**src/rtl/sbpf_pkg.sv**
```systemverilog
// Shared constants and types for the servo bus packet framer.
// No dependencies; used by the controller, datapath and top level.
package sbpf_pkg;

  localparam int IN_W  = 48;
  localparam int OUT_W = 32;

  localparam logic [2:0] CMD_READ      = 3'd0;
  localparam logic [2:0] CMD_WRITE     = 3'd1;
  localparam logic [2:0] CMD_REG_WRITE = 3'd2;
  localparam logic [2:0] CMD_ACTION    = 3'd3;
  localparam logic [2:0] CMD_RX_BYTE   = 3'd4;

  localparam logic [7:0] INSTR_READ      = 8'h02;
  localparam logic [7:0] INSTR_WRITE     = 8'h03;
  localparam logic [7:0] INSTR_REG_WRITE = 8'h04;
  localparam logic [7:0] INSTR_ACTION    = 8'h05;

  localparam logic [7:0] HDR_BYTE = 8'hFF;
  localparam logic [7:0] BCAST_ID = 8'hFE;

  localparam logic [3:0] REPLY_BASE_LEN = 4'd6;
  localparam logic [3:0] ERR_INDEX      = 4'd4;
  localparam logic [3:0] DATA_INDEX     = 4'd5;

  typedef struct packed {
    logic load_req;
    logic take_rx;
    logic emit_tx;
    logic emit_reply;
  } ctl_cmd_t;

  typedef struct packed {
    logic slot_free;
    logic pkt_last;
    logic rx_completes;
  } ctl_sts_t;

endpackage

```
**src/rtl/servo_bus_packet_framer.sv**
```systemverilog
// Top level of the servo bus packet framer: controller plus datapath.
// Depends on sbpf_pkg, sbpf_controller and sbpf_datapath.
//
// Input channel: one item is a request (read, write, registered write,
// broadcast action) or one byte received from the bus, selected by in_tuser.
// Output channel: transmit bytes (out_tuser 0, out_tlast on the checksum)
// and completed status replies (out_tuser 1, error and data in out_tdata).
//
// A taken request is stored, then the send state loads its bytes into the
// output register, one byte per cycle while out_tready holds: 8 bytes for
// a read, 8 or 9 for a write, 6 for an action. in_tready stays low until
// the checksum byte is loaded into the output register.
// The byte that completes a reply moves the controller to its reply state,
// which loads the reply result; in_tready stays low until it is loaded.
// The byte sequencer feeds the single output register.
// A stalled receiver holds the output register and the byte sequencer; no
// item is lost. Synchronous reset clears the sequencer, the reply tracker
// and the output valid; no reply is pending afterwards.
module servo_bus_packet_framer (
  input  logic                       clk,
  input  logic                       rst_n,
  input  logic                       in_tvalid,
  output logic                       in_tready,
  // target_id[7:0], reg_address[15:8], byte_count[17:16],
  // data_word[33:18], rx_byte[41:34], zero fill
  input  logic [sbpf_pkg::IN_W-1:0]  in_tdata,
  // cmd[2:0]
  input  logic [2:0]                 in_tuser,
  output logic                       out_tvalid,
  input  logic                       out_tready,
  // tx_byte[7:0], status_error[15:8], status_data[31:16]
  output logic [sbpf_pkg::OUT_W-1:0] out_tdata,
  output logic                       out_tlast,
  // kind[0]
  output logic                       out_tuser
);

  sbpf_pkg::ctl_cmd_t ctl;
  sbpf_pkg::ctl_sts_t sts;

  sbpf_controller u_ctrl (
    .clk       (clk),
    .rst_n     (rst_n),
    .in_tvalid (in_tvalid),
    .in_tready (in_tready),
    .in_tuser  (in_tuser),
    .sts       (sts),
    .ctl       (ctl)
  );

  sbpf_datapath u_dp (
    .clk        (clk),
    .rst_n      (rst_n),
    .req_cmd    (in_tuser),
    .req_data   (in_tdata),
    .ctl        (ctl),
    .sts        (sts),
    .out_tvalid (out_tvalid),
    .out_tready (out_tready),
    .out_tdata  (out_tdata),
    .out_tlast  (out_tlast),
    .out_tuser  (out_tuser)
  );

endmodule

```
**src/rtl/sbpf_controller.sv**
```systemverilog
// Sequencing state machine of the servo bus packet framer.
// Depends on sbpf_pkg; drives the datapath through command/status structs.
module sbpf_controller (
  input  logic              clk,
  input  logic              rst_n,
  input  logic              in_tvalid,
  output logic              in_tready,
  input  logic [2:0]        in_tuser,
  input  sbpf_pkg::ctl_sts_t sts,
  output sbpf_pkg::ctl_cmd_t ctl
);

  localparam logic [1:0] ST_IDLE = 2'd0;
  localparam logic [1:0] ST_SEND = 2'd1;
  localparam logic [1:0] ST_RPLY = 2'd2;

  logic [1:0] state_r;
  logic [1:0] state_nxt;
  logic       accept;

  assign in_tready = (state_r == ST_IDLE);
  assign accept    = in_tvalid && in_tready;

  always_comb begin
    state_nxt = state_r;
    ctl       = '0;
    case (state_r)
      ST_IDLE: begin
        if (accept) begin
          if (in_tuser inside {sbpf_pkg::CMD_READ, sbpf_pkg::CMD_WRITE,
                               sbpf_pkg::CMD_REG_WRITE, sbpf_pkg::CMD_ACTION}) begin
            ctl.load_req = 1'b1;
            state_nxt    = ST_SEND;
          end else if (in_tuser == sbpf_pkg::CMD_RX_BYTE) begin
            ctl.take_rx = 1'b1;
            if (sts.rx_completes) begin
              state_nxt = ST_RPLY;
            end
          end
        end
      end
      ST_SEND: begin
        ctl.emit_tx = sts.slot_free;
        if (sts.slot_free && sts.pkt_last) begin
          state_nxt = ST_IDLE;
        end
      end
      ST_RPLY: begin
        ctl.emit_reply = sts.slot_free;
        if (sts.slot_free) begin
          state_nxt = ST_IDLE;
        end
      end
      default: state_nxt = ST_IDLE;
    endcase
  end

  always_ff @(posedge clk) begin
    if (!rst_n) begin
      state_r <= ST_IDLE;
    end else begin
      state_r <= state_nxt;
    end
  end

endmodule

```
**src/rtl/sbpf_datapath.sv**
```systemverilog
// Packet byte store, checksum, reply capture and output register.
// Depends on sbpf_pkg; commanded by sbpf_controller.
module sbpf_datapath (
  input  logic                       clk,
  input  logic                       rst_n,
  input  logic [2:0]                 req_cmd,
  input  logic [sbpf_pkg::IN_W-1:0]  req_data,
  input  sbpf_pkg::ctl_cmd_t         ctl,
  output sbpf_pkg::ctl_sts_t         sts,
  output logic                       out_tvalid,
  input  logic                       out_tready,
  output logic [sbpf_pkg::OUT_W-1:0] out_tdata,
  output logic                       out_tlast,
  output logic                       out_tuser
);

  logic [7:0]  f_id, f_addr, f_rx;
  logic [1:0]  f_cnt, n_sat;
  logic [15:0] f_dw;

  assign f_id   = req_data[7:0];
  assign f_addr = req_data[15:8];
  assign f_cnt  = req_data[17:16];
  assign f_dw   = req_data[33:18];
  assign f_rx   = req_data[41:34];

  always_comb begin
    case (f_cnt)
      2'd0:    n_sat = 2'd1;
      2'd3:    n_sat = 2'd2;
      default: n_sat = f_cnt;
    endcase
  end

  // packet store
  logic [7:0] id_r, len_r, instr_r, p0_r, p1_r, p2_r, sum_r;
  logic [3:0] last_pos_r, pos_r;

  // reply capture
  logic        awaiting_r;
  logic [3:0]  rlen_r, ridx_r;
  logic [7:0]  rerr_r;
  logic [15:0] rdata_r;
  logic [4:0]  ridx_inc;

  // output register
  logic                       out_valid_r;
  logic [sbpf_pkg::OUT_W-1:0] out_data_r;
  logic                       out_last_r, out_user_r;

  logic [7:0] tx_sel;

  assign ridx_inc = {1'b0, ridx_r} + 5'd1;

  assign sts.slot_free    = !out_valid_r || out_tready;
  assign sts.pkt_last     = (pos_r == last_pos_r);
  assign sts.rx_completes = awaiting_r && (ridx_inc >= {1'b0, rlen_r});

  always_comb begin
    case (pos_r)
      4'd0, 4'd1: tx_sel = sbpf_pkg::HDR_BYTE;
      4'd2:       tx_sel = id_r;
      4'd3:       tx_sel = len_r;
      4'd4:       tx_sel = instr_r;
      4'd5:       tx_sel = p0_r;
      4'd6:       tx_sel = p1_r;
      4'd7:       tx_sel = p2_r;
      default:    tx_sel = 8'h00;
    endcase
    if (sts.pkt_last) begin
      tx_sel = ~sum_r;
    end
  end

  // request fields and running checksum
  always_ff @(posedge clk) begin
    if (ctl.load_req) begin
      p0_r  <= f_addr;
      p2_r  <= f_dw[15:8];
      sum_r <= 8'h00;
      case (req_cmd)
        sbpf_pkg::CMD_READ: begin
          id_r       <= f_id;
          len_r      <= 8'd4;
          instr_r    <= sbpf_pkg::INSTR_READ;
          p1_r       <= {6'd0, n_sat};
          last_pos_r <= 4'd7;
        end
        sbpf_pkg::CMD_WRITE, sbpf_pkg::CMD_REG_WRITE: begin
          id_r       <= f_id;
          len_r      <= 8'd3 + {6'd0, n_sat};
          instr_r    <= (req_cmd == sbpf_pkg::CMD_WRITE) ? sbpf_pkg::INSTR_WRITE
                                                        : sbpf_pkg::INSTR_REG_WRITE;
          p1_r       <= f_dw[7:0];
          last_pos_r <= 4'd6 + {2'd0, n_sat};
        end
        default: begin
          id_r       <= sbpf_pkg::BCAST_ID;
          len_r      <= 8'd2;
          instr_r    <= sbpf_pkg::INSTR_ACTION;
          p1_r       <= f_dw[7:0];
          last_pos_r <= 4'd5;
        end
      endcase
    end else if (ctl.emit_tx && pos_r >= 4'd2 && !sts.pkt_last) begin
      sum_r <= sum_r + tx_sel;
    end
  end

  always_ff @(posedge clk) begin
    if (!rst_n) begin
      pos_r      <= 4'd0;
      awaiting_r <= 1'b0;
      rlen_r     <= 4'd0;
      ridx_r     <= 4'd0;
      rerr_r     <= 8'h00;
      rdata_r    <= 16'h0000;
    end else if (ctl.load_req) begin
      pos_r  <= 4'd0;
      ridx_r <= 4'd0;
      if (req_cmd == sbpf_pkg::CMD_ACTION) begin
        awaiting_r <= 1'b0;
      end else begin
        awaiting_r <= (f_id != sbpf_pkg::BCAST_ID);
        rlen_r     <= (req_cmd == sbpf_pkg::CMD_READ)
                      ? sbpf_pkg::REPLY_BASE_LEN + {2'd0, n_sat}
                      : sbpf_pkg::REPLY_BASE_LEN;
        rerr_r     <= 8'h00;
        rdata_r    <= 16'h0000;
      end
    end else begin
      if (ctl.emit_tx) begin
        pos_r <= pos_r + 4'd1;
      end
      if (ctl.take_rx && awaiting_r) begin
        if (ridx_r == sbpf_pkg::ERR_INDEX) begin
          rerr_r <= f_rx;
        end else if (ridx_r >= sbpf_pkg::DATA_INDEX && ridx_inc < {1'b0, rlen_r}) begin
          if (ridx_r == sbpf_pkg::DATA_INDEX) begin
            rdata_r[7:0] <= f_rx;
          end else begin
            rdata_r[15:8] <= f_rx;
          end
        end
        ridx_r <= ridx_inc[3:0];
        if (sts.rx_completes) begin
          awaiting_r <= 1'b0;
        end
      end
    end
  end

  always_ff @(posedge clk) begin
    if (!rst_n) begin
      out_valid_r <= 1'b0;
    end else if (ctl.emit_tx || ctl.emit_reply) begin
      out_valid_r <= 1'b1;
    end else if (out_tready) begin
      out_valid_r <= 1'b0;
    end
  end

  always_ff @(posedge clk) begin
    if (ctl.emit_tx) begin
      out_data_r <= {24'h000000, tx_sel};
      out_last_r <= sts.pkt_last;
      out_user_r <= 1'b0;
    end else if (ctl.emit_reply) begin
      out_data_r <= {rdata_r, rerr_r, 8'h00};
      out_last_r <= 1'b0;
      out_user_r <= 1'b1;
    end
  end

  assign out_tvalid = out_valid_r;
  assign out_tdata  = out_data_r;
  assign out_tlast  = out_last_r;
  assign out_tuser  = out_user_r;

endmodule

```
**config.mk**
```make
export PLATFORM = sky130hd
export DESIGN_NAME = servo_bus_packet_framer
export DESIGN_NICKNAME = d
export VERILOG_FILES = /design/src/rtl/sbpf_pkg.sv /design/src/rtl/servo_bus_packet_framer.sv /design/src/rtl/sbpf_controller.sv /design/src/rtl/sbpf_datapath.sv
export SDC_FILE = /design/constraint.sdc
export NUM_CORES = 1
export LEC_CHECK = 0
export BUFFER_PORTS_ARGS = -buffer_cell sky130_fd_sc_hd__buf_2
export CORE_ASPECT_RATIO = 0.9
export CORE_MARGIN = 2
export CORE_UTILIZATION = 61
export DETAILED_ROUTE_END_ITERATION = 10
export PLACE_DENSITY = 0.88
export SETUP_SLACK_MARGIN = 0.5
export SLEW_MARGIN = 25
export SYNTH_ARGS = -nofsm -noshare
export SYNTH_HDL_FRONTEND = slang
export SYNTH_SLANG_ARGS = --single-unit
```
**constraint.sdc**
```tcl
create_clock -name clk -period 7.36 [get_ports clk]
set_input_delay 1.472 -clock clk [delete_from_list [all_inputs] [get_ports clk]]
set_output_delay 1.472 -clock clk [all_outputs]
set_load 0.1 [all_outputs]
```
== Word level (Yosys, flattened, before mapping) ==
Cells that the tools add are included.

* Bits of input ports: 55
* Word-level logic and storage cells: 137
* Output and inout bits: 36
* Register bits: 134

* Equal/unequal tests: 26
* Multiplexer cells: 44
* Reductions and logical operators: 33
* Add/sub/neg operators: 5
* Magnitude comparators: 4
* Bitwise logic cells: 3

{| class="wikitable"
|+ Operators by type and width
! operator !! number
|-
| 16-bit two-way mux || 5
|-
| 8-bit two-way mux || 9
|-
| 8-bit case mux with 7 select lines || 1
|-
| 8-bit case mux with 2 select lines || 2
|-
| 4-bit by 3-bit equality test with 1-bit output, second input constant || 6
|-
| 2-bit two-way mux || 9
|-
| 5-bit AND reduction || 3
|-
| 2-bit nonzero test || 7
|-
| 1-bit two-way mux || 13
|-
| 8-bit adder || 1
|-
| 4-bit by 2-bit equality test with 1-bit output, second input constant || 2
|-
| 2-bit != test, second input constant || 4
|-
| 8-bit != test, second input constant || 1
|-
| 8-bit NOT || 1
|-
| 4-bit case mux with 2 select lines || 1
|-
| 1-bit logical AND || 7
|-
| 3-bit by 2-bit equality test with 1-bit output, second input constant || 2
|-
| 3-bit != test, second input constant || 2
|-
| 2-bit case mux with 3 select lines || 1
|-
| 2-bit OR reduction || 3
|-
| 4-bit by 1-bit adder with 5-bit output, second input constant || 1
|-
| 5-bit by 4-bit >= comparator with 1-bit output || 1
|-
| 5-bit by 4-bit less-than comparator with 1-bit output || 1
|-
| 3-bit by 2-bit adder with 4-bit output, first input constant || 1
|-
| other kinds (24) || 31
|}

== Depth between registers and ports, before layout ==
* Depth after elaboration: 8
* Depth in mapped cells: 15
* Gate-level depth less buffers: 13

== Hierarchy ==
A second synthesis with hierarchy kept.

* Cells, all modules: 514
* Area total of the unflattened synthesis: 5595.4 µm²

{| class="wikitable"
|+ Modules (own cells, without submodules)
! module !! cells each !! area each (µm²) !! instances !! sequential area each (µm²)
|-
| sbpf_datapath || 499 || 5456.5 || 1 || 2932.8
|-
| sbpf_controller || 15 || 138.9 || 1 || 40.0
|}

== Worst setup path after synthesis ==
Ideal clock, no wire load.

* Kind: input-to-reg
* Start: in in_tuser[2]
* End: reg u_dp.id_r[0] (enable)
* Setup slack: 3.968 ns
* Data required time: 6.745 ns
* Library setup time: 0.615 ns
* Arrival: 2.778 ns
* Buffers on the path: 1
* Stages on the path: 4
* Path through: buf_4 > inv_1 > nand3_1 > clkinv_1

{| class="wikitable"
|+ RTL lines
! what !! line !! RTL
|-
| start: declaration || servo_bus_packet_framer.sv:28 || <nowiki>input logic [2:0] in_tuser,</nowiki>
|-
| end signal: assignment || sbpf_datapath.sv:83 || <nowiki>id_r <= f_id;</nowiki>
|-
| end signal: assignment || sbpf_datapath.sv:90 || <nowiki>id_r <= f_id;</nowiki>
|-
| end signal: assignment || sbpf_datapath.sv:98 || <nowiki>id_r <= sbpf_pkg::BCAST_ID;</nowiki>
|-
| end: declaration || sbpf_datapath.sv:36 || <nowiki>logic [7:0] id_r, len_r, instr_r, p0_r, p1_r, p2_r, sum_r;</nowiki>
|}

== Final worst setup path ==
* Start: reg u_dp.pos_r[2]
* End: reg u_dp.sum_r[6]

* Cells in the longest elaborated chain, start to end: 5
* Elaborated cells on any way between the ends: 17
* Classes of those cells: add/sub: 1; order compare: 1; eq/ne: 8; mux: 2; reduce/logical: 5

{| class="wikitable"
|+ RTL lines
! what !! line !! RTL
|-
| start: declaration || sbpf_datapath.sv:37 || <nowiki>logic [3:0] last_pos_r, pos_r;</nowiki>
|-
| start signal: assignment || sbpf_datapath.sv:133 || <nowiki>pos_r <= pos_r + 4'd1;</nowiki>
|-
| 4-bit by 1-bit equality test with 1-bit output or 4-bit logical NOT (tied branches) || sbpf_datapath.sv:60 || <nowiki>case (pos_r)</nowiki>
|-
| 2-bit OR reduction || sbpf_datapath.sv:60 ||
|-
| 8-bit case mux with 7 select lines || sbpf_datapath.sv:60 ||
|-
| 8-bit two-way mux * || sbpf_datapath.sv:70 || <nowiki>if (sts.pkt_last) begin</nowiki>
|-
| named net u_dp.tx_sel[0] || sbpf_datapath.sv:51 || <nowiki>logic [7:0] tx_sel;</nowiki>
|-
| 8-bit adder * || sbpf_datapath.sv:106 || <nowiki>sum_r <= sum_r + tx_sel;</nowiki>
|-
| end signal: assignment || sbpf_datapath.sv:106 ||
|-
| end: declaration || sbpf_datapath.sv:36 ||
|}

The timed path passes the listed nets; every way through them passes the cells marked *.
A chain may end at the register's enable or synchronous reset.

==> results.py <==
metrics = {
    "timing": {
        "worst_slew_pin_slew_ns": 0.7785,
        "rsz0062_at_grt": "no",
        "fmax_mhz": 269.3,
        "finalHoldViolCount": 0,
        "min_period_ns": 3.714,
        "skew_ns": 0.006817,
        "relSlewSlack_pct": 48.10,
        "drv_slew": 0,
        "fin_crit_sh_pct": 50.46,
        "setup_viol": 0,
        "tns_ns": 0,
    },
    "worst_hold_path": {
        "hp-class": "reg2reg",
    },
    "worst_setup_path": {
        "path_delay_family": "simple AND/OR/NAND/NOR gates",
        "cp-end-kind": "flip-flop",
        "critPathArrivalTime_ns": 4.12,
        "path_max_fanout": 20,
        "critical_path_class": "reg2reg",
        "path_cells": "xnor2_1, nand4_1, nand2_1, o22ai_1, ha_1, fa_1, a21o_1, a21oi_1, o21ai_0, xnor2_1, o21ai_0",
        "cp-start-kind": "flip-flop",
        "critPathMaxStageDelay_ns": 0.76,
        "crit_required_ns": 7.76,
        "cp_num_buf_inv": 0,
        "slowest_stage": "dfxtp_1",
    },
    "power_and_ir_drop": {
        "ir_worst_vdd_mv": 0.1660,
        "p_leak_nw": 2.764,
        "total_power_w": 0.001719,
        "powerDensity_mw_per_mm2": 258.0,
    },
    "grt": {
        "grt_pass1_wl_um": 21220,
        "antenna_found_initial": 0,
        "grt_pass1_vias": 4445,
        "gr-total-overflow": 0,
        "gr-usage-all-layers_pct": 27.36,
        "grt_max_degree": 30,
    },
    "clock_network": {
        "cts-resized-gates": 0,
        "clk_latency_ns": 0.53,
        "cts_buffers": 17,
        "numClockSinks": 123,
        "cts_tree": "done",
        "postCtsSetupBuffers": 0,
        "cts.htree.levels": 4,
        "hold_buffers": 0,
        "cts_root_buf": "clkbuf_8",
        "clockBufferDepth": 2,
        "path_clk_slew_ns": 0.06,
    },
    "finish": {
        "nets": 715,
        "final_common_cell": "nand2_1",
        "stdcell_count": 773,
        "area_growth_syn_to_layout_pct": 18.70,
        "final_area_mm2": 0.006664,
        "num_antenna_cells": 0,
        "final_cell_mix": "nand2_1 (96), buf_2 (84), dfxtp_1 (72), a21oi_1 (51), edfxtp_1 (51)",
        "drive_above_1_share_pct": 20.58,
        "fillers": 583,
        "regArea_mm2": 0.002973,
        "multi_input_area_mm2": 0.002435,
    },
    "place": {
        "place_area_mm2": 0.006082,
        "portBuffers": 84,
        "gp_congestion": 0.8695,
        "dp_hpwl_um": 8580,
        "post-place-cells": 741,
    },
    "yosys": {
        "syn_area_mm2": 0.005614,
        "synth_area_leader_cell": "edfxtp_1",
        "synth_edf_count": 51,
        "ys_types": 57,
        "synth_top_flop_cell": "dfxtp_1",
        "yosys.area.top_type_share_pct": 27.28,
        "synth_seq_cells": 123,
        "syn-num-nets": 637,
        "syn_avg_cell_area_um2": 10.03,
        "yosysWarnings": 0,
        "synth.area.top_cells": "edfxtp_1 (27%), dfxtp_1 (26%), nand2_1 (6.4%)",
        "syn-instance-count": 560,
        "seq_area_frac_synth_pct": 52.95,
        "synthArstFlopShare_pct": 0,
    },
    "detailed_routing": {
        "finalWirelength_um": 13170,
        "drcViolationCount": 0,
        "viasPerCell": 5.886,
        "num_vias": 4550,
        "drtAntennaViolNets": 0,
        "drt_iter0_drc": 338,
        "wl_per_cell_um": 17.04,
        "drt_pass1_iterations": 6,
    },
    "floorplanning": {
        "die_h_um": 95.01,
        "num_rows": 33,
        "die_area_mm2": 0.009988,
        "start_util_pct": 62.09,
        "io_pins": 91,
        "core_mm2": 0.009042,
        "die_w_um": 105.1,
    },
    "run_status": {
        "status": "finished, final reports clean",
    },
    "job": {
        "maxCapViolCount": 0,
    },
}
registers in the layout (all words and copies together) (netlist names), 2 cells and up:
| signal | count |
|---|---|
| u_ctrl.state_r | 2 |
| u_dp.sum_r | 8 |
| u_dp.p2_r | 8 |
| u_dp.ridx_r | 4 |
| u_dp.id_r | 8 |
| u_dp.out_tdata | 32 |
| u_dp.pos_r | 4 |
| u_dp.rerr_r | 8 |
| u_dp.instr_r | 3 |
| u_dp.rdata_r | 16 |
| u_dp.len_r | 3 |
| u_dp.p1_r | 8 |
| u_dp.p0_r | 8 |
| u_dp.last_pos_r | 4 |
| u_dp.rlen_r | 3 |
area by class of cell:
type / instances / share of cell area, %
well taps: 122 / 2.291
multi-input cells: 389 / 36.54
flip-flops and latches: 123 / 44.61
clock inverters: 13 / 1.934
inverters: 19 / 1.070
clock buffers: 19 / 6.797
repair buffers: 88 / 6.759
worst register-to-register path, delay by kind of cell (launching register included):
family,cells,cell delay [ns]
adder cells (fa/ha/maj),2,0.67
flip-flops,1,0.76
AO/OA/AOI/OAI,5,0.80
AND/OR/NAND/NOR,2,0.98
XOR/XNOR,2,0.37
cells by family (layout without fill, tap and decap cells):
logic type / after synthesis / after routing / share of synthesized area, %
AND/OR/NAND/NOR: 206 / 206 / 17.54
flip-flops: 123 / 123 / 52.95
AO/OA/AOI/OAI: 116 / 116 / 13.10
buffers and inverters: 48 / 139 / 3.677
multiplexers: 27 / 27 / 4.836
adder cells (fa/ha/maj): 24 / 24 / 5.393
XOR/XNOR: 16 / 16 / 2.496
through the flow:
step	utilization (%)	hold WS, ns	worst slack (ns)
after global placement	67.26	0.4395	3.872
after floorplan	-	0.4285	3.968
after global routing	73.70	0.4709	3.391
after CTS	73.70	0.4522	3.738
final	73.70	0.4533	3.646
after detailed placement	67.26	0.4413	3.801
synthesized netlist by cell type, types with 4 or more instances:
master     instances
a2111oi_0          5
a21o_1             4
a21oi_1           51
a222oi_1           4
a22oi_1           10
and2_1            19
clkbuf_1          22
dfxtp_1           72
edfxtp_1          51
ha_1              21
inv_1             18
mux2i_1           26
nand2_1           96
nand2b_1          13
nand3_1           19
nor2_1            35
o21ai_0           20
o32ai_1            4
xnor2_1           12
xor2_1             4
power breakdown:
part	switching [W]	internal (W)	leakage [nW]	total, W
Sequential	0.00000883	0.000733	1.05	0.000742
Clock	0.000325	0.000484	0.289	0.000809
Combinational	0.000114	0.0000546	1.42	0.000169
Total	0.000448	0.00127	2.76	0.00172
per-layer routing:
metal  vias up  wire length, um  track usage, %
li1       2147                -               -
met1      2160             5453           34.08
met2       213             6539           45.73
met3        30              904           7.656
met4         0              273           10.89
met5         -                0               0
worst paths after layout:
kind / from / endpoint / slack (ns) / depth (start not counted)
max: u_dp.pos_r[2] / u_dp.sum_r[6] / 3.65 / 11
min reg2reg: u_dp.out_tdata[24] / u_dp.out_tdata[24] / 0.45 / 2
min: u_dp.out_tdata[24] / u_dp.out_tdata[24] / 0.45 / 2
max reg2reg: u_dp.pos_r[2] / u_dp.sum_r[6] / 3.65 / 11
(Power assumes the default switching activity.)
